[src/rtl/ldpc_soft_erasure_decoder_unit_macros.svh]
// Assertion macros for the soft erasure decoder.
// Taken in by the top level; the macros expect clk and rst_n in scope.
`ifndef LDPC_SOFT_ERASURE_DECODER_UNIT_MACROS_SVH
`define LDPC_SOFT_ERASURE_DECODER_UNIT_MACROS_SVH

// Consequent must hold in the same cycle as the antecedent.
`define LSED_ASSERT_SAME(lbl, ante, cons, msg) \
    lbl: assert property (@(posedge clk) disable iff (!rst_n) (ante) |-> (cons)) \
        else $error(msg);

// Consequent must hold in the cycle after the antecedent.
`define LSED_ASSERT_NEXT(lbl, ante, cons, msg) \
    lbl: assert property (@(posedge clk) disable iff (!rst_n) (ante) |=> (cons)) \
        else $error(msg);

`endif

[src/rtl/lsed_pkg.sv]
// Package for the soft erasure decoder: field widths, codes, sequencer states.
// No dependencies; used by the divider, the top level and the testbench.
`timescale 1ns / 1ps

package lsed_pkg;

    // Stream field widths and packing offsets.
    localparam int ROW_INDEX_W   = 4;
    localparam int ROW_BITS_W    = 32;
    localparam int POSITION_W    = 5;
    localparam int SYMBOL_W      = 2;
    localparam int IN_TDATA_W    = 48;
    localparam int ROW_INDEX_LSB = 0;
    localparam int ROW_BITS_LSB  = 4;
    localparam int POSITION_LSB  = 36;
    localparam int SYMBOL_LSB    = 41;
    localparam int CODEWORD_W    = 32;
    localparam int ITER_W        = 6;
    localparam int OUT_TDATA_W   = 40;

    // Configuration port.
    localparam int CFG_INDEX_W   = 2;
    localparam int CFG_DATA_W    = 6;
    localparam int LEN_CFG_W     = 6;
    localparam int CHK_CFG_W     = 5;

    typedef enum logic [CFG_INDEX_W-1:0] {
        CFG_CODE_LENGTH    = 2'd0,
        CFG_CHECK_COUNT    = 2'd1,
        CFG_MAX_ITERATIONS = 2'd2
    } lsed_cfg_index_t;

    // Item kinds and symbol codes.
    localparam logic KIND_ROW    = 1'b0;
    localparam logic KIND_SYMBOL = 1'b1;
    localparam logic [SYMBOL_W-1:0] SYM_ZERO = 2'd0;
    localparam logic [SYMBOL_W-1:0] SYM_ONE  = 2'd1;

    // Divider status toward the sequencer.
    typedef struct packed {
        logic busy;
        logic done;
    } lsed_div_stat_t;

    // Sequencer states.
    typedef enum logic [4:0] {
        ST_IDLE,
        ST_START,
        ST_COPY_RD,
        ST_COPY_WR,
        ST_UPD_INIT,
        ST_CHK_ROW,
        ST_CHK_ROWW,
        ST_CHK_J,
        ST_CHK_T,
        ST_CHK_TD,
        ST_CHK_TM,
        ST_CHK_R0,
        ST_CHK_PR,
        ST_CHK_P1,
        ST_CHK_P0,
        ST_FIN_RD,
        ST_FIN_M1,
        ST_FIN_M0,
        ST_FIN_S,
        ST_FIN_DIV,
        ST_ITER,
        ST_SYN_RD,
        ST_SYN_CK,
        ST_DONE
    } lsed_state_t;

endpackage

[src/rtl/lsed_ram.sv]
// Generic single-write, single-read RAM with registered read data.
// No dependencies.
`timescale 1ns / 1ps

module lsed_ram #(
    parameter int WIDTH = 16,
    parameter int DEPTH = 32
) (
    input  logic                                  clk,
    input  logic                                  we,
    input  logic [(DEPTH > 1 ? $clog2(DEPTH) : 1)-1:0] waddr,
    input  logic [WIDTH-1:0]                      wdata,
    input  logic [(DEPTH > 1 ? $clog2(DEPTH) : 1)-1:0] raddr,
    output logic [WIDTH-1:0]                      rdata
);

    logic [WIDTH-1:0] mem [DEPTH];

    // Write port and registered read port.
    always_ff @(posedge clk)
    begin
        if (we)
        begin
            mem[waddr] <= wdata;
        end
        rdata <= mem[raddr];
    end

endmodule

[src/rtl/lsed_mul.sv]
// Shared fixed-point multiplier: rounded half-up product, registered.
// No dependencies.
`timescale 1ns / 1ps

module lsed_mul #(
    parameter int PROB_WIDTH = 16
) (
    input  logic                  clk,
    input  logic [PROB_WIDTH-1:0] a,
    input  logic [PROB_WIDTH-1:0] b,
    output logic [PROB_WIDTH-1:0] product
);

    localparam int FRAC = PROB_WIDTH - 1;
    localparam int PW   = 2 * PROB_WIDTH;
    localparam logic [PW-1:0] HALF = PW'(1) << (FRAC - 1);

    logic [PW-1:0] full;

    // Operands never exceed 1.0, so the scaled product fits the width.
    assign full = (PW'(a) * PW'(b)) + HALF;

    always_ff @(posedge clk)
    begin
        product <= full[FRAC +: PROB_WIDTH];
    end

endmodule

[src/rtl/lsed_div.sv]
// Bit-serial restoring divider used to normalize posteriors.
// Depends on lsed_pkg for the status struct.
`timescale 1ns / 1ps

module lsed_div #(
    parameter int PROB_WIDTH = 16
) (
    input  logic                        clk,
    input  logic                        rst_n,
    input  logic                        start,
    input  logic [2*PROB_WIDTH-1:0]     dividend,
    input  logic [PROB_WIDTH:0]         divisor,
    output logic [PROB_WIDTH-1:0]       quotient,
    output lsed_pkg::lsed_div_stat_t    stat
);

    localparam int DW   = 2 * PROB_WIDTH;
    localparam int RW   = PROB_WIDTH + 2;
    localparam int CNTW = $clog2(DW + 1);

    logic [DW-1:0]   dv_reg, dv_next;
    logic [DW-1:0]   q_reg, q_next;
    logic [RW-1:0]   rem_reg, rem_next;
    logic [RW-1:0]   dsr_reg, dsr_next;
    logic [CNTW-1:0] cnt_reg, cnt_next;
    logic            busy_reg, busy_next;
    logic            done_reg, done_next;
    logic [RW-1:0]   trial;
    logic            fits;

    // One quotient bit per cycle, dividend bits shifted in from the top.
    assign trial = {rem_reg[RW-3:0], dv_reg[DW-1]};
    assign fits  = trial >= dsr_reg;

    always_comb
    begin
        dv_next   = dv_reg;
        q_next    = q_reg;
        rem_next  = rem_reg;
        dsr_next  = dsr_reg;
        cnt_next  = cnt_reg;
        busy_next = busy_reg;
        done_next = 1'b0;
        if (start)
        begin
            dv_next   = dividend;
            q_next    = '0;
            rem_next  = '0;
            dsr_next  = {1'b0, divisor};
            cnt_next  = CNTW'(DW);
            busy_next = 1'b1;
        end
        else if (busy_reg)
        begin
            rem_next = fits ? trial - dsr_reg : trial;
            dv_next  = {dv_reg[DW-2:0], 1'b0};
            q_next   = {q_reg[DW-2:0], fits};
            cnt_next = cnt_reg - CNTW'(1);
            if (cnt_reg == CNTW'(1))
            begin
                busy_next = 1'b0;
                done_next = 1'b1;
            end
        end
    end

    always_ff @(posedge clk or negedge rst_n)
    begin
        if (!rst_n)
        begin
            cnt_reg  <= '0;
            busy_reg <= 1'b0;
            done_reg <= 1'b0;
        end
        else
        begin
            cnt_reg  <= cnt_next;
            busy_reg <= busy_next;
            done_reg <= done_next;
        end
    end

    always_ff @(posedge clk)
    begin
        dv_reg  <= dv_next;
        q_reg   <= q_next;
        rem_reg <= rem_next;
        dsr_reg <= dsr_next;
    end

    assign quotient  = q_reg[PROB_WIDTH-1:0];
    assign stat.busy = busy_reg;
    assign stat.done = done_reg;

endmodule

[src/rtl/ldpc_soft_erasure_decoder_unit.sv]
// Top level of the soft erasure decoder; uses lsed_pkg, lsed_ram, lsed_mul, lsed_div, macros.
// Items load while the sequencer is idle. A decode first copies the priors to the posteriors, then
// each update pass sends check messages over every member bit of every row, normalizes each bit's
// posterior (with the serial divider unless the sum is zero) and checks the syndrome unless the
// iteration limit is reached, then finishes. Input is not ready during a decode.
// Reset is asynchronous, active low: sequencer idle, hard bits cleared, registers 32, 16, 26.
`timescale 1ns / 1ps
`include "ldpc_soft_erasure_decoder_unit_macros.svh"

module ldpc_soft_erasure_decoder_unit #(
    parameter int MAX_LENGTH = 32,
    parameter int MAX_CHECKS = 16,
    parameter int PROB_WIDTH = 16
) (
    input  logic                                  clk,
    input  logic                                  rst_n,
    input  logic                                  s_tvalid,
    output logic                                  s_tready,
    // row_index[3:0], row_bits[35:4], position[40:36], symbol[42:41], zero fill
    input  logic [lsed_pkg::IN_TDATA_W-1:0]       s_tdata,
    // kind[0]
    input  logic                                  s_tuser,
    input  logic                                  s_tlast,
    output logic                                  m_tvalid,
    input  logic                                  m_tready,
    // codeword[31:0], converged[32], iterations_used[38:33], zero fill
    output logic [lsed_pkg::OUT_TDATA_W-1:0]      m_tdata,
    input  logic                                  cfg_valid,
    output logic                                  cfg_ready,
    input  logic [lsed_pkg::CFG_INDEX_W-1:0]      cfg_index,
    input  logic [lsed_pkg::CFG_DATA_W-1:0]       cfg_data
);

    localparam int W     = PROB_WIDTH;
    localparam int LW    = $clog2(MAX_LENGTH);
    localparam int NW    = $clog2(MAX_LENGTH + 1);
    localparam int CW    = (MAX_CHECKS > 1) ? $clog2(MAX_CHECKS) : 1;
    localparam int MW    = $clog2(MAX_CHECKS + 1);
    localparam int RBW   = lsed_pkg::ROW_BITS_W;
    localparam int CDW   = lsed_pkg::CODEWORD_W;
    localparam int ITW   = lsed_pkg::ITER_W;
    localparam logic [W-1:0] PONE  = W'(1) << (W - 1);
    localparam logic [W-1:0] PHALF = W'(1) << (W - 2);

    // Input field unpacking.
    logic [lsed_pkg::ROW_INDEX_W-1:0] in_row_index;
    logic [RBW-1:0]                   in_row_bits;
    logic [lsed_pkg::POSITION_W-1:0]  in_position;
    logic [lsed_pkg::SYMBOL_W-1:0]    in_symbol;
    logic                             in_acc;
    logic                             row_ok;
    logic                             pos_ok;

    assign in_row_index = s_tdata[lsed_pkg::ROW_INDEX_LSB +: lsed_pkg::ROW_INDEX_W];
    assign in_row_bits  = s_tdata[lsed_pkg::ROW_BITS_LSB +: RBW];
    assign in_position  = s_tdata[lsed_pkg::POSITION_LSB +: lsed_pkg::POSITION_W];
    assign in_symbol    = s_tdata[lsed_pkg::SYMBOL_LSB +: lsed_pkg::SYMBOL_W];
    assign in_acc       = s_tvalid && s_tready;
    assign row_ok       = 32'(in_row_index) < MAX_CHECKS;
    assign pos_ok       = 32'(in_position) < MAX_LENGTH;

    // Configuration registers.
    logic [lsed_pkg::LEN_CFG_W-1:0] code_length_reg;
    logic [lsed_pkg::CHK_CFG_W-1:0] check_count_reg;
    logic [ITW-1:0]                 max_iter_reg;

    assign cfg_ready = 1'b1;

    always_ff @(posedge clk or negedge rst_n)
    begin
        if (!rst_n)
        begin
            code_length_reg <= 6'd32;
            check_count_reg <= 5'd16;
            max_iter_reg    <= 6'd26;
        end
        else if (cfg_valid && cfg_ready)
        begin
            case (cfg_index)
                lsed_pkg::CFG_CODE_LENGTH:    code_length_reg <= cfg_data;
                lsed_pkg::CFG_CHECK_COUNT:    check_count_reg <= cfg_data[lsed_pkg::CHK_CFG_W-1:0];
                lsed_pkg::CFG_MAX_ITERATIONS: max_iter_reg    <= cfg_data;
                default:                      ;
            endcase
        end
    end

    // Sequencer and datapath registers.
    lsed_pkg::lsed_state_t state_reg, state_next;
    logic [NW-1:0]         n_reg, n_next;
    logic [MW-1:0]         m_reg, m_next;
    logic [MAX_LENGTH-1:0] mask_reg, mask_next;
    logic [ITW-1:0]        limit_reg, limit_next;
    logic [ITW-1:0]        iter_reg, iter_next;
    logic                  conv_reg, conv_next;
    logic [NW-1:0]         j_reg, j_next;
    logic [NW-1:0]         t_reg, t_next;
    logic [MW-1:0]         i_reg, i_next;
    logic [MAX_LENGTH-1:0] hard_reg, hard_next;
    logic [MAX_LENGTH-1:0] row_reg, row_next;
    logic [W-1:0]          mag_reg, mag_next;
    logic                  neg_reg, neg_next;
    logic [W-1:0]          r0_reg, r0_next;
    logic [W-1:0]          z_reg, z_next;
    logic [W-1:0]          pr_reg, pr_next;
    logic [W-1:0]          t1_reg, t1_next;
    logic                  out_valid_reg, out_valid_next;
    logic [CDW-1:0]        out_code_reg, out_code_next;
    logic                  out_conv_reg, out_conv_next;
    logic [ITW-1:0]        out_iter_reg, out_iter_next;

    // Memory ports.
    logic [RBW-1:0] row_rd;
    logic [W-1:0]   prior_rd, post_rd, one_rd, zero_rd;
    logic           prior_we, post_we, one_we, zero_we;
    logic [W-1:0]   prior_wd, post_wd, prod_wd;

    // Shared units.
    logic [W-1:0]   mul_a, mul_b, mul_res;
    logic           div_start;
    logic [2*W-1:0] div_dividend;
    logic [W:0]     div_sum;
    logic [W-1:0]   div_quot;
    lsed_pkg::lsed_div_stat_t div_stat;

    // Derived values.
    logic [NW-1:0]         len_eff;
    logic [MW-1:0]         chk_eff;
    logic [MAX_LENGTH-1:0] mask_eff;
    logic [MAX_LENGTH-1:0] row_ext;
    logic [MAX_LENGTH-1:0] hard_masked;
    logic [W:0]            p2;
    logic                  fm_flip;
    logic [W-1:0]          fm;
    logic [W:0]            r0_wide;
    logic [W-1:0]          r1;
    logic                  row_parity;
    logic                  out_load;
    logic [ITW-1:0]        iter_inc;

    assign len_eff = (32'(code_length_reg) > MAX_LENGTH) ? NW'(MAX_LENGTH)
                                                          : NW'(code_length_reg);
    assign chk_eff = (32'(check_count_reg) > MAX_CHECKS) ? MW'(MAX_CHECKS)
                                                          : MW'(check_count_reg);

    always_comb
    begin
        for (int k = 0; k < MAX_LENGTH; k++)
        begin
            mask_eff[k] = k < 32'(len_eff);
        end
    end

    // Fit stored rows to the maximum length and the decision word to the codeword width.
    generate
        if (MAX_LENGTH > RBW)
        begin : g_row_wide
            assign row_ext = {{(MAX_LENGTH - RBW){1'b0}}, row_rd};
        end
        else
        begin : g_row_narrow
            assign row_ext = row_rd[MAX_LENGTH-1:0];
        end
        if (MAX_LENGTH > CDW)
        begin : g_code_narrow
            assign out_code_next = out_load ? hard_masked[CDW-1:0] : out_code_reg;
        end
        else if (MAX_LENGTH == CDW)
        begin : g_code_equal
            assign out_code_next = out_load ? hard_masked : out_code_reg;
        end
        else
        begin : g_code_wide
            assign out_code_next = out_load ? {{(CDW - MAX_LENGTH){1'b0}}, hard_masked}
                                            : out_code_reg;
        end
    endgenerate

    assign hard_masked = hard_reg & mask_reg;
    assign row_parity  = ^(row_ext & hard_reg & mask_reg);

    // Check message: factor (1 - 2p) as sign and magnitude.
    assign p2      = {post_rd, 1'b0};
    assign fm_flip = p2 > {1'b0, PONE};
    assign fm      = fm_flip ? W'(p2 - {1'b0, PONE}) : W'({1'b0, PONE} - p2);
    assign r0_wide = neg_reg ? ({1'b0, PONE} - {1'b0, mag_reg}) >> 1
                             : ({1'b0, PONE} + {1'b0, mag_reg}) >> 1;
    assign r1      = PONE - r0_reg;

    // Posterior normalization operands.
    assign div_sum      = {1'b0, t1_reg} + {1'b0, mul_res};
    assign div_dividend = ((2 * W)'(t1_reg) << (W - 1)) + (2 * W)'(div_sum >> 1);
    assign iter_inc     = iter_reg + ITW'(1);
    assign out_load     = (state_reg == lsed_pkg::ST_DONE) && (!out_valid_reg || m_tready);

    // Next state.
    always_comb
    begin
        state_next = state_reg;
        case (state_reg)
            lsed_pkg::ST_IDLE:
                if (in_acc && s_tuser == lsed_pkg::KIND_SYMBOL && pos_ok && s_tlast)
                    state_next = lsed_pkg::ST_START;
            lsed_pkg::ST_START:    state_next = lsed_pkg::ST_COPY_RD;
            lsed_pkg::ST_COPY_RD:
                state_next = (j_reg == n_reg) ? lsed_pkg::ST_UPD_INIT : lsed_pkg::ST_COPY_WR;
            lsed_pkg::ST_COPY_WR:  state_next = lsed_pkg::ST_COPY_RD;
            lsed_pkg::ST_UPD_INIT:
                if (j_reg == n_reg)
                    state_next = lsed_pkg::ST_CHK_ROW;
            lsed_pkg::ST_CHK_ROW:
                state_next = (i_reg == m_reg) ? lsed_pkg::ST_FIN_RD : lsed_pkg::ST_CHK_ROWW;
            lsed_pkg::ST_CHK_ROWW: state_next = lsed_pkg::ST_CHK_J;
            lsed_pkg::ST_CHK_J:
                if (j_reg == n_reg)
                    state_next = lsed_pkg::ST_CHK_ROW;
                else if (row_reg[j_reg[LW-1:0]])
                    state_next = lsed_pkg::ST_CHK_T;
            lsed_pkg::ST_CHK_T:
                if (t_reg == n_reg)
                    state_next = lsed_pkg::ST_CHK_R0;
                else if (t_reg != j_reg && row_reg[t_reg[LW-1:0]])
                    state_next = lsed_pkg::ST_CHK_TD;
            lsed_pkg::ST_CHK_TD:   state_next = lsed_pkg::ST_CHK_TM;
            lsed_pkg::ST_CHK_TM:   state_next = lsed_pkg::ST_CHK_T;
            lsed_pkg::ST_CHK_R0:   state_next = lsed_pkg::ST_CHK_PR;
            lsed_pkg::ST_CHK_PR:   state_next = lsed_pkg::ST_CHK_P1;
            lsed_pkg::ST_CHK_P1:   state_next = lsed_pkg::ST_CHK_P0;
            lsed_pkg::ST_CHK_P0:   state_next = lsed_pkg::ST_CHK_J;
            lsed_pkg::ST_FIN_RD:
                state_next = (j_reg == n_reg) ? lsed_pkg::ST_ITER : lsed_pkg::ST_FIN_M1;
            lsed_pkg::ST_FIN_M1:   state_next = lsed_pkg::ST_FIN_M0;
            lsed_pkg::ST_FIN_M0:   state_next = lsed_pkg::ST_FIN_S;
            lsed_pkg::ST_FIN_S:
                state_next = (div_sum == '0) ? lsed_pkg::ST_FIN_RD : lsed_pkg::ST_FIN_DIV;
            lsed_pkg::ST_FIN_DIV:
                if (div_stat.done)
                    state_next = lsed_pkg::ST_FIN_RD;
            lsed_pkg::ST_ITER:
                state_next = (iter_inc >= limit_reg) ? lsed_pkg::ST_DONE : lsed_pkg::ST_SYN_RD;
            lsed_pkg::ST_SYN_RD:
                state_next = (i_reg == m_reg) ? lsed_pkg::ST_DONE : lsed_pkg::ST_SYN_CK;
            lsed_pkg::ST_SYN_CK:
                state_next = row_parity ? lsed_pkg::ST_UPD_INIT : lsed_pkg::ST_SYN_RD;
            lsed_pkg::ST_DONE:
                if (out_load)
                    state_next = lsed_pkg::ST_IDLE;
            default:               state_next = lsed_pkg::ST_IDLE;
        endcase
    end

    // Control outputs: input ready, memory writes, multiplier operands, divider start.
    always_comb
    begin
        s_tready  = state_reg == lsed_pkg::ST_IDLE;
        prior_we  = 1'b0;
        post_we   = 1'b0;
        one_we    = 1'b0;
        zero_we   = 1'b0;
        post_wd   = prior_rd;
        prod_wd   = mul_res;
        mul_a     = '0;
        mul_b     = '0;
        div_start = 1'b0;
        case (in_symbol)
            lsed_pkg::SYM_ZERO: prior_wd = '0;
            lsed_pkg::SYM_ONE:  prior_wd = PONE;
            default:            prior_wd = PHALF;
        endcase
        case (state_reg)
            lsed_pkg::ST_IDLE:
                prior_we = in_acc && s_tuser == lsed_pkg::KIND_SYMBOL && pos_ok;
            lsed_pkg::ST_COPY_WR:
                post_we = 1'b1;
            lsed_pkg::ST_UPD_INIT:
            begin
                one_we  = j_reg != n_reg;
                zero_we = j_reg != n_reg;
                prod_wd = PONE;
            end
            lsed_pkg::ST_CHK_TD:
            begin
                mul_a = mag_reg;
                mul_b = fm;
            end
            lsed_pkg::ST_CHK_PR:
            begin
                mul_a = one_rd;
                mul_b = r1;
            end
            lsed_pkg::ST_CHK_P1:
            begin
                one_we = 1'b1;
                mul_a  = z_reg;
                mul_b  = r0_reg;
            end
            lsed_pkg::ST_CHK_P0:
                zero_we = 1'b1;
            lsed_pkg::ST_FIN_M1:
            begin
                mul_a = one_rd;
                mul_b = prior_rd;
            end
            lsed_pkg::ST_FIN_M0:
            begin
                mul_a = z_reg;
                mul_b = PONE - pr_reg;
            end
            lsed_pkg::ST_FIN_S:
            begin
                post_we   = div_sum == '0;
                post_wd   = PHALF;
                div_start = div_sum != '0;
            end
            lsed_pkg::ST_FIN_DIV:
            begin
                post_we = div_stat.done;
                post_wd = div_quot;
            end
            default:
                ;
        endcase
    end

    // Datapath next values.
    always_comb
    begin
        n_next     = n_reg;
        m_next     = m_reg;
        mask_next  = mask_reg;
        limit_next = limit_reg;
        iter_next  = iter_reg;
        conv_next  = conv_reg;
        j_next     = j_reg;
        t_next     = t_reg;
        i_next     = i_reg;
        hard_next  = hard_reg;
        row_next   = row_reg;
        mag_next   = mag_reg;
        neg_next   = neg_reg;
        r0_next    = r0_reg;
        z_next     = z_reg;
        pr_next    = pr_reg;
        t1_next    = t1_reg;
        case (state_reg)
            lsed_pkg::ST_START:
            begin
                n_next     = len_eff;
                m_next     = chk_eff;
                mask_next  = mask_eff;
                limit_next = (max_iter_reg == '0) ? ITW'(1) : max_iter_reg;
                iter_next  = '0;
                conv_next  = 1'b0;
                j_next     = '0;
            end
            lsed_pkg::ST_COPY_RD:
                if (j_reg == n_reg)
                    j_next = '0;
            lsed_pkg::ST_COPY_WR:
                j_next = j_reg + NW'(1);
            lsed_pkg::ST_UPD_INIT:
                if (j_reg == n_reg)
                    i_next = '0;
                else
                    j_next = j_reg + NW'(1);
            lsed_pkg::ST_CHK_ROW:
                if (i_reg == m_reg)
                begin
                    j_next    = '0;
                    hard_next = '0;
                end
            lsed_pkg::ST_CHK_ROWW:
            begin
                row_next = row_ext & mask_reg;
                j_next   = '0;
            end
            lsed_pkg::ST_CHK_J:
                if (j_reg == n_reg)
                    i_next = i_reg + MW'(1);
                else if (row_reg[j_reg[LW-1:0]])
                begin
                    t_next   = '0;
                    mag_next = PONE;
                    neg_next = 1'b0;
                end
                else
                    j_next = j_reg + NW'(1);
            lsed_pkg::ST_CHK_T:
                if (t_reg != n_reg && !(t_reg != j_reg && row_reg[t_reg[LW-1:0]]))
                    t_next = t_reg + NW'(1);
            lsed_pkg::ST_CHK_TD:
                neg_next = neg_reg ^ fm_flip;
            lsed_pkg::ST_CHK_TM:
            begin
                mag_next = mul_res;
                if (mul_res == '0)
                    neg_next = 1'b0;
                t_next = t_reg + NW'(1);
            end
            lsed_pkg::ST_CHK_R0:
                r0_next = W'(r0_wide);
            lsed_pkg::ST_CHK_PR:
                z_next = zero_rd;
            lsed_pkg::ST_CHK_P0:
                j_next = j_reg + NW'(1);
            lsed_pkg::ST_FIN_M1:
            begin
                z_next  = zero_rd;
                pr_next = prior_rd;
            end
            lsed_pkg::ST_FIN_M0:
                t1_next = mul_res;
            lsed_pkg::ST_FIN_S:
            begin
                hard_next[j_reg[LW-1:0]] = t1_reg > mul_res;
                if (div_sum == '0)
                    j_next = j_reg + NW'(1);
            end
            lsed_pkg::ST_FIN_DIV:
                if (div_stat.done)
                    j_next = j_reg + NW'(1);
            lsed_pkg::ST_ITER:
            begin
                iter_next = iter_inc;
                i_next    = '0;
            end
            lsed_pkg::ST_SYN_RD:
                if (i_reg == m_reg)
                    conv_next = 1'b1;
            lsed_pkg::ST_SYN_CK:
                if (row_parity)
                    j_next = '0;
                else
                    i_next = i_reg + MW'(1);
            default:
                ;
        endcase
    end

    // Output register: holds one finished result while loads go on.
    always_comb
    begin
        out_valid_next = out_valid_reg && !m_tready;
        out_conv_next  = out_conv_reg;
        out_iter_next  = out_iter_reg;
        if (out_load)
        begin
            out_valid_next = 1'b1;
            out_conv_next  = conv_reg;
            out_iter_next  = iter_reg;
        end
    end

    always_ff @(posedge clk or negedge rst_n)
    begin
        if (!rst_n)
        begin
            state_reg     <= lsed_pkg::ST_IDLE;
            out_valid_reg <= 1'b0;
            hard_reg      <= '0;
            iter_reg      <= '0;
            limit_reg     <= ITW'(1);
            conv_reg      <= 1'b0;
            n_reg         <= '0;
            m_reg         <= '0;
            mask_reg      <= '0;
            j_reg         <= '0;
            t_reg         <= '0;
            i_reg         <= '0;
        end
        else
        begin
            state_reg     <= state_next;
            out_valid_reg <= out_valid_next;
            hard_reg      <= hard_next;
            iter_reg      <= iter_next;
            limit_reg     <= limit_next;
            conv_reg      <= conv_next;
            n_reg         <= n_next;
            m_reg         <= m_next;
            mask_reg      <= mask_next;
            j_reg         <= j_next;
            t_reg         <= t_next;
            i_reg         <= i_next;
        end
    end

    always_ff @(posedge clk)
    begin
        row_reg      <= row_next;
        mag_reg      <= mag_next;
        neg_reg      <= neg_next;
        r0_reg       <= r0_next;
        z_reg        <= z_next;
        pr_reg       <= pr_next;
        t1_reg       <= t1_next;
        out_code_reg <= out_code_next;
        out_conv_reg <= out_conv_next;
        out_iter_reg <= out_iter_next;
    end

    assign m_tvalid = out_valid_reg;
    assign m_tdata  = {1'b0, out_iter_reg, out_conv_reg, out_code_reg};

    // State memories.
    lsed_ram #(.WIDTH(RBW), .DEPTH(MAX_CHECKS)) u_rows (
        .clk   (clk),
        .we    (in_acc && s_tuser == lsed_pkg::KIND_ROW && row_ok),
        .waddr (CW'(in_row_index)),
        .wdata (in_row_bits),
        .raddr (i_reg[CW-1:0]),
        .rdata (row_rd)
    );

    lsed_ram #(.WIDTH(W), .DEPTH(MAX_LENGTH)) u_prior (
        .clk   (clk),
        .we    (prior_we),
        .waddr (LW'(in_position)),
        .wdata (prior_wd),
        .raddr (j_reg[LW-1:0]),
        .rdata (prior_rd)
    );

    lsed_ram #(.WIDTH(W), .DEPTH(MAX_LENGTH)) u_post (
        .clk   (clk),
        .we    (post_we),
        .waddr (j_reg[LW-1:0]),
        .wdata (post_wd),
        .raddr (t_reg[LW-1:0]),
        .rdata (post_rd)
    );

    lsed_ram #(.WIDTH(W), .DEPTH(MAX_LENGTH)) u_one (
        .clk   (clk),
        .we    (one_we),
        .waddr (j_reg[LW-1:0]),
        .wdata (prod_wd),
        .raddr (j_reg[LW-1:0]),
        .rdata (one_rd)
    );

    lsed_ram #(.WIDTH(W), .DEPTH(MAX_LENGTH)) u_zero (
        .clk   (clk),
        .we    (zero_we),
        .waddr (j_reg[LW-1:0]),
        .wdata (prod_wd),
        .raddr (j_reg[LW-1:0]),
        .rdata (zero_rd)
    );

    // Shared arithmetic units.
    lsed_mul #(.PROB_WIDTH(W)) u_mul (
        .clk     (clk),
        .a       (mul_a),
        .b       (mul_b),
        .product (mul_res)
    );

    lsed_div #(.PROB_WIDTH(W)) u_div (
        .clk      (clk),
        .rst_n    (rst_n),
        .start    (div_start),
        .dividend (div_dividend),
        .divisor  (div_sum),
        .quotient (div_quot),
        .stat     (div_stat)
    );

    // Checks on the sequencer.
    `LSED_ASSERT_SAME(a_iter_bound, state_reg != lsed_pkg::ST_IDLE, iter_reg <= limit_reg, "iteration count passed its limit")
    `LSED_ASSERT_SAME(a_div_free, div_start, !div_stat.busy, "divider started while busy")
    `LSED_ASSERT_NEXT(a_done_drains, state_reg == lsed_pkg::ST_DONE && m_tready, state_reg == lsed_pkg::ST_IDLE && m_tvalid, "finished result not handed to the output register")

endmodule

[config.mk]
export PLATFORM = sky130hd
export DESIGN_NAME = ldpc_soft_erasure_decoder_unit
export DESIGN_NICKNAME = d
export VERILOG_FILES = /design/src/rtl/lsed_pkg.sv /design/src/rtl/lsed_ram.sv /design/src/rtl/lsed_mul.sv /design/src/rtl/lsed_div.sv /design/src/rtl/ldpc_soft_erasure_decoder_unit.sv
export VERILOG_INCLUDE_DIRS = /design/src /design/src/rtl
export SDC_FILE = /design/constraint.sdc
export NUM_CORES = 2
export LEC_CHECK = 0
export BUFFER_PORTS_ARGS = -buffer_cell sky130_fd_sc_hd__buf_4
export CAP_MARGIN = 40
export CORE_UTILIZATION = 41
export CTS_BUF_LIST = sky130_fd_sc_hd__clkbuf_8
export DETAILED_ROUTE_END_ITERATION = 12
export GPL_ROUTABILITY_DRIVEN = 0
export PLACE_DENSITY = 0.63
export SYNTH_ARGS = -nofsm -noshare
export SYNTH_HDL_FRONTEND = slang
export SYNTH_SLANG_ARGS = --single-unit
[constraint.sdc]
create_clock -name clk -period 11.3 [get_ports clk]
set_input_delay 1.695 -clock clk [delete_from_list [all_inputs] [get_ports clk]]
set_output_delay 1.695 -clock clk [all_outputs]
set_load 0.02 [all_outputs]
==> flow_metrics.env <==
export IMPL_status="complete, no violations"
export IMPL_final_common_cell="edfxtp_1"
export IMPL_end_kind="flop"
export IMPL_power_leakage_nw=42.4
export IMPL_yosys_warnings=0
export IMPL_setup_worst_path_class="reg2reg"
export IMPL_dieArea_um2=268000
export IMPL_pre_cts_ws_ns=1.61
export IMPL_clk_latency_ns=1.08
export IMPL_port_buffers=98
export IMPL_syn_nets=6702
export IMPL_drc_errors=0
export IMPL_clk_pin_slew_worst_paths_ns=0.06
export IMPL_die_x_um=518
export IMPL_finalSetupTns_ns=0
export IMPL_die_h_um=518
export IMPL_cp_max_fo=24
export IMPL_drv_cap=0
export IMPL_ys_flop_type="edfxtp_1"
export IMPL_grt_start_max_net_pins=127
export IMPL_power_density_nw_per_um2=144
export IMPL_crit_top_cell="fa_1"
export IMPL_finalMaxSlewViolations=0
export IMPL_ir_worst_vdd_mv=0.113
export IMPL_cts_tree="built"
export IMPL_syn_avg_cell_area_um2=17.4
export IMPL_fin_total_pwr_mw=17.8
export IMPL_grt_usage_pct=20.3
export IMPL_hold_viol=0
export IMPL_async_flop_share_pct=5.27
export IMPL_coreArea_um2=265000
export IMPL_drt_initial_drc_count=5955
export IMPL_hold_start="u_zero.rdata[10]"
export IMPL_r2r_cells=28
export IMPL_relSlewSlack_pct=39.3
export IMPL_r2r_slack_ns=1.68
export IMPL_min_path_cells=0
export IMPL_hold_path_class="reg2reg"
export IMPL_r2r_end="u_mul.product[8]"
export IMPL_cp_data_required_time_ns=12.13
export IMPL_antenna_found_initial=23
export IMPL_cts_htree_levels=5
export IMPL_worstSetupStartpointType="flop"
export IMPL_synthCells=6268
export IMPL_wire_per_inst_um=26.1
export IMPL_r2r_start="state_reg[3]"
export IMPL_sw_frac_of_total_pct=20.7
export IMPL_syn_area_um2=109000
export IMPL_cts_resized=0
export IMPL_start_util_pct=41.2
export IMPL_fin_skew_ns=0.144
export IMPL_crit_path_start="state_reg[3]"
export IMPL_comb_power_share_pct=0.6
export IMPL_seqPwrFrac_pct=57.7
export IMPL_grt_ovfl_total=0
export IMPL_n_fill_cell=22243
export IMPL_first_pass_iters=5
export IMPL_nets=7137
export IMPL_areaGrowthSynthToFinish_pct=13.2
export IMPL_cts_made_buffers=405
export IMPL_io_pins=106
export IMPL_cts_root_buf="clkbuf_8"
export IMPL_max_freq_mhz=104
export IMPL_drive_gt1_share_pct=23.3
export IMPL_grt_pass1_wl_um=403000
export IMPL_critPathMaxStageDelay_ns=0.73
export IMPL_drt_wl_total_um=276000
export IMPL_arrival_ns=10.44
export IMPL_p_sw_mw=3.68
export IMPL_p_int_mw=14.1
export IMPL_ctsHoldBuffers=0
export IMPL_max_slew_worst_pin_slew_ns=0.905
export IMPL_fin_crit_sh_pct=85.1
export IMPL_finalSetupViolations=0
export IMPL_clk_path_buf_depth=4
export IMPL_grt_pass1_vias=60065
export IMPL_antenna_left=0
export IMPL_cts_sinks=2564
export IMPL_synth_edf_count=2299
export IMPL_hold_path_end="z_reg[10]"
export IMPL_num_vias=58835
export IMPL_synth_distinct_cells=86
export IMPL_final_setup_worst_slack_ns=1.68
export IMPL_ys_seq_area_share_pct=68.7
export IMPL_rows=189
export IMPL_ys_ff_latch=2564
export IMPL_hpwl_um=173000
export IMPL_p_clk_share_pct=41.7
export IMPL_viasPerCell=5.57
export IMPL_period_minus_slack_ns=9.62
export IMPL_layout_common_cells="2,299 x edfxtp_1, 610 x mux4_2, 495 x inv_1, 439 x clkbuf_8, 404 x nand2_1"
export IMPL_rsz0062_at_grt="false"
export IMPL_cts_setup_buffers=0
export IMPL_crit_slowest_cell="a211oi_2"
## logic make-up after synthesis
logic type | Yosys count | share of synthesized area (%)
AOI/OAI and AO/OA | 624 | 3.79
xor gates and xnor gates | 158 | 1.27
adders and majority gates | 371 | 5.59
buffers and inverters | 639 | 2.23
DFF | 2564 | 68.7
muxes | 673 | 13.2
other | 2 | 0.00688
and+or+nand+nor | 1237 | 5.23
## stage by stage
step | utilization (%) | hold slack, ns | instances | area, µm²
after CTS | 46.6 | 0.399 | 10546 | 124000
after global placement | 43.5 | 0.392 | 9779 | 115000
final | 46.6 | 0.397 | 10559 | 124000
after detailed placement | 43.8 | 0.389 | 9827 | 116000
after floorplan | - | 0.386 | 6268 | 109000
after global routing | 46.6 | 0.412 | 10555 | 124000
## synth_stat cells, types with 56 or more instances
cell         n  area, µm²
mux4_2     610      13700
inv_1      330       1240
nand2_1    408       1530
a22oi_1    154       1160
dfrtp_1    129       3230
nor2_1     394       1480
fa_1       195       3900
edfxtp_1  2299      69000
ha_1       176       2200
clkbuf_1   219        822
xor2_1      56        490
and2_1     106        663
buf_1       68        255
a21oi_1     91        455
xnor2_1    102        893
dfxtp_1    130       2600
nand3_1     71        355
o21ai_0    165        826
## worst max-delay path by stage
stage | endpoint | depth (start not counted) | slack [ns]
4_1_cts | u_mul.product[9] | 28 | 1.51
2_1_floorplan | u_mul.product[14] | 32 | 3.18
3_3_place_gp | u_mul.product[9] | 28 | 1.68
6_report | u_mul.product[8] | 28 | 1.68
5_1_grt | u_mul.product[9] | 28 | 1.32
3_5_place_dp | u_mul.product[9] | 28 | 1.61
## power by group through the flow
| stage | clock (mW) | combinational, mW | sequential (mW) |
|---|---|---|---|
| floorplan | 0 | 0.0476 | 10.4 |
| global placement | 0 | 0.103 | 10.4 |
| detailed placement | 0 | 0.108 | 10.4 |
| CTS | 7.57 | 0.108 | 10.2 |
| global route | 7.96 | 0.118 | 10.2 |
| finish | 7.42 | 0.108 | 10.2 |
## area by class of cell
class                           instances  area (µm²)  share of cell area, %
Sequential cell                      2564       75100                   60.7
Multi-Input combinational cell       3065       32300                   26.1
Clock buffer                          439        6040                   4.89
Tap cell                             3533        4420                   3.58
Timing Repair Buffer                  335        3020                   2.44
Clock inverter                        280        1530                   1.23
Inverter                              332        1250                   1.01
Antenna cell                           11        27.5                 0.0223
## worst max-delay path: cells and delay by family, from the launching register on
kind	cells	cell delay (ns)
adders and majority gates	8	3.64
muxes	1	0.15
AOI/OAI and AO/OA	6	2.25
xor gates and xnor gates	1	0.14
buffers and inverters	4	0.22
DFF	1	0.67
and+or+nand+nor	8	2.39
## metal layers
layer	part of all wire [%]	GRT usage, %	up-vias
met1	41	27.6	30808
met4	3.3	6.93	12
li1	-	-	25175
met3	7.9	4.07	482
met5	0.028	0	-
met2	48	32.7	2358
No activity file was read; power rests on OpenSTA's default activity.
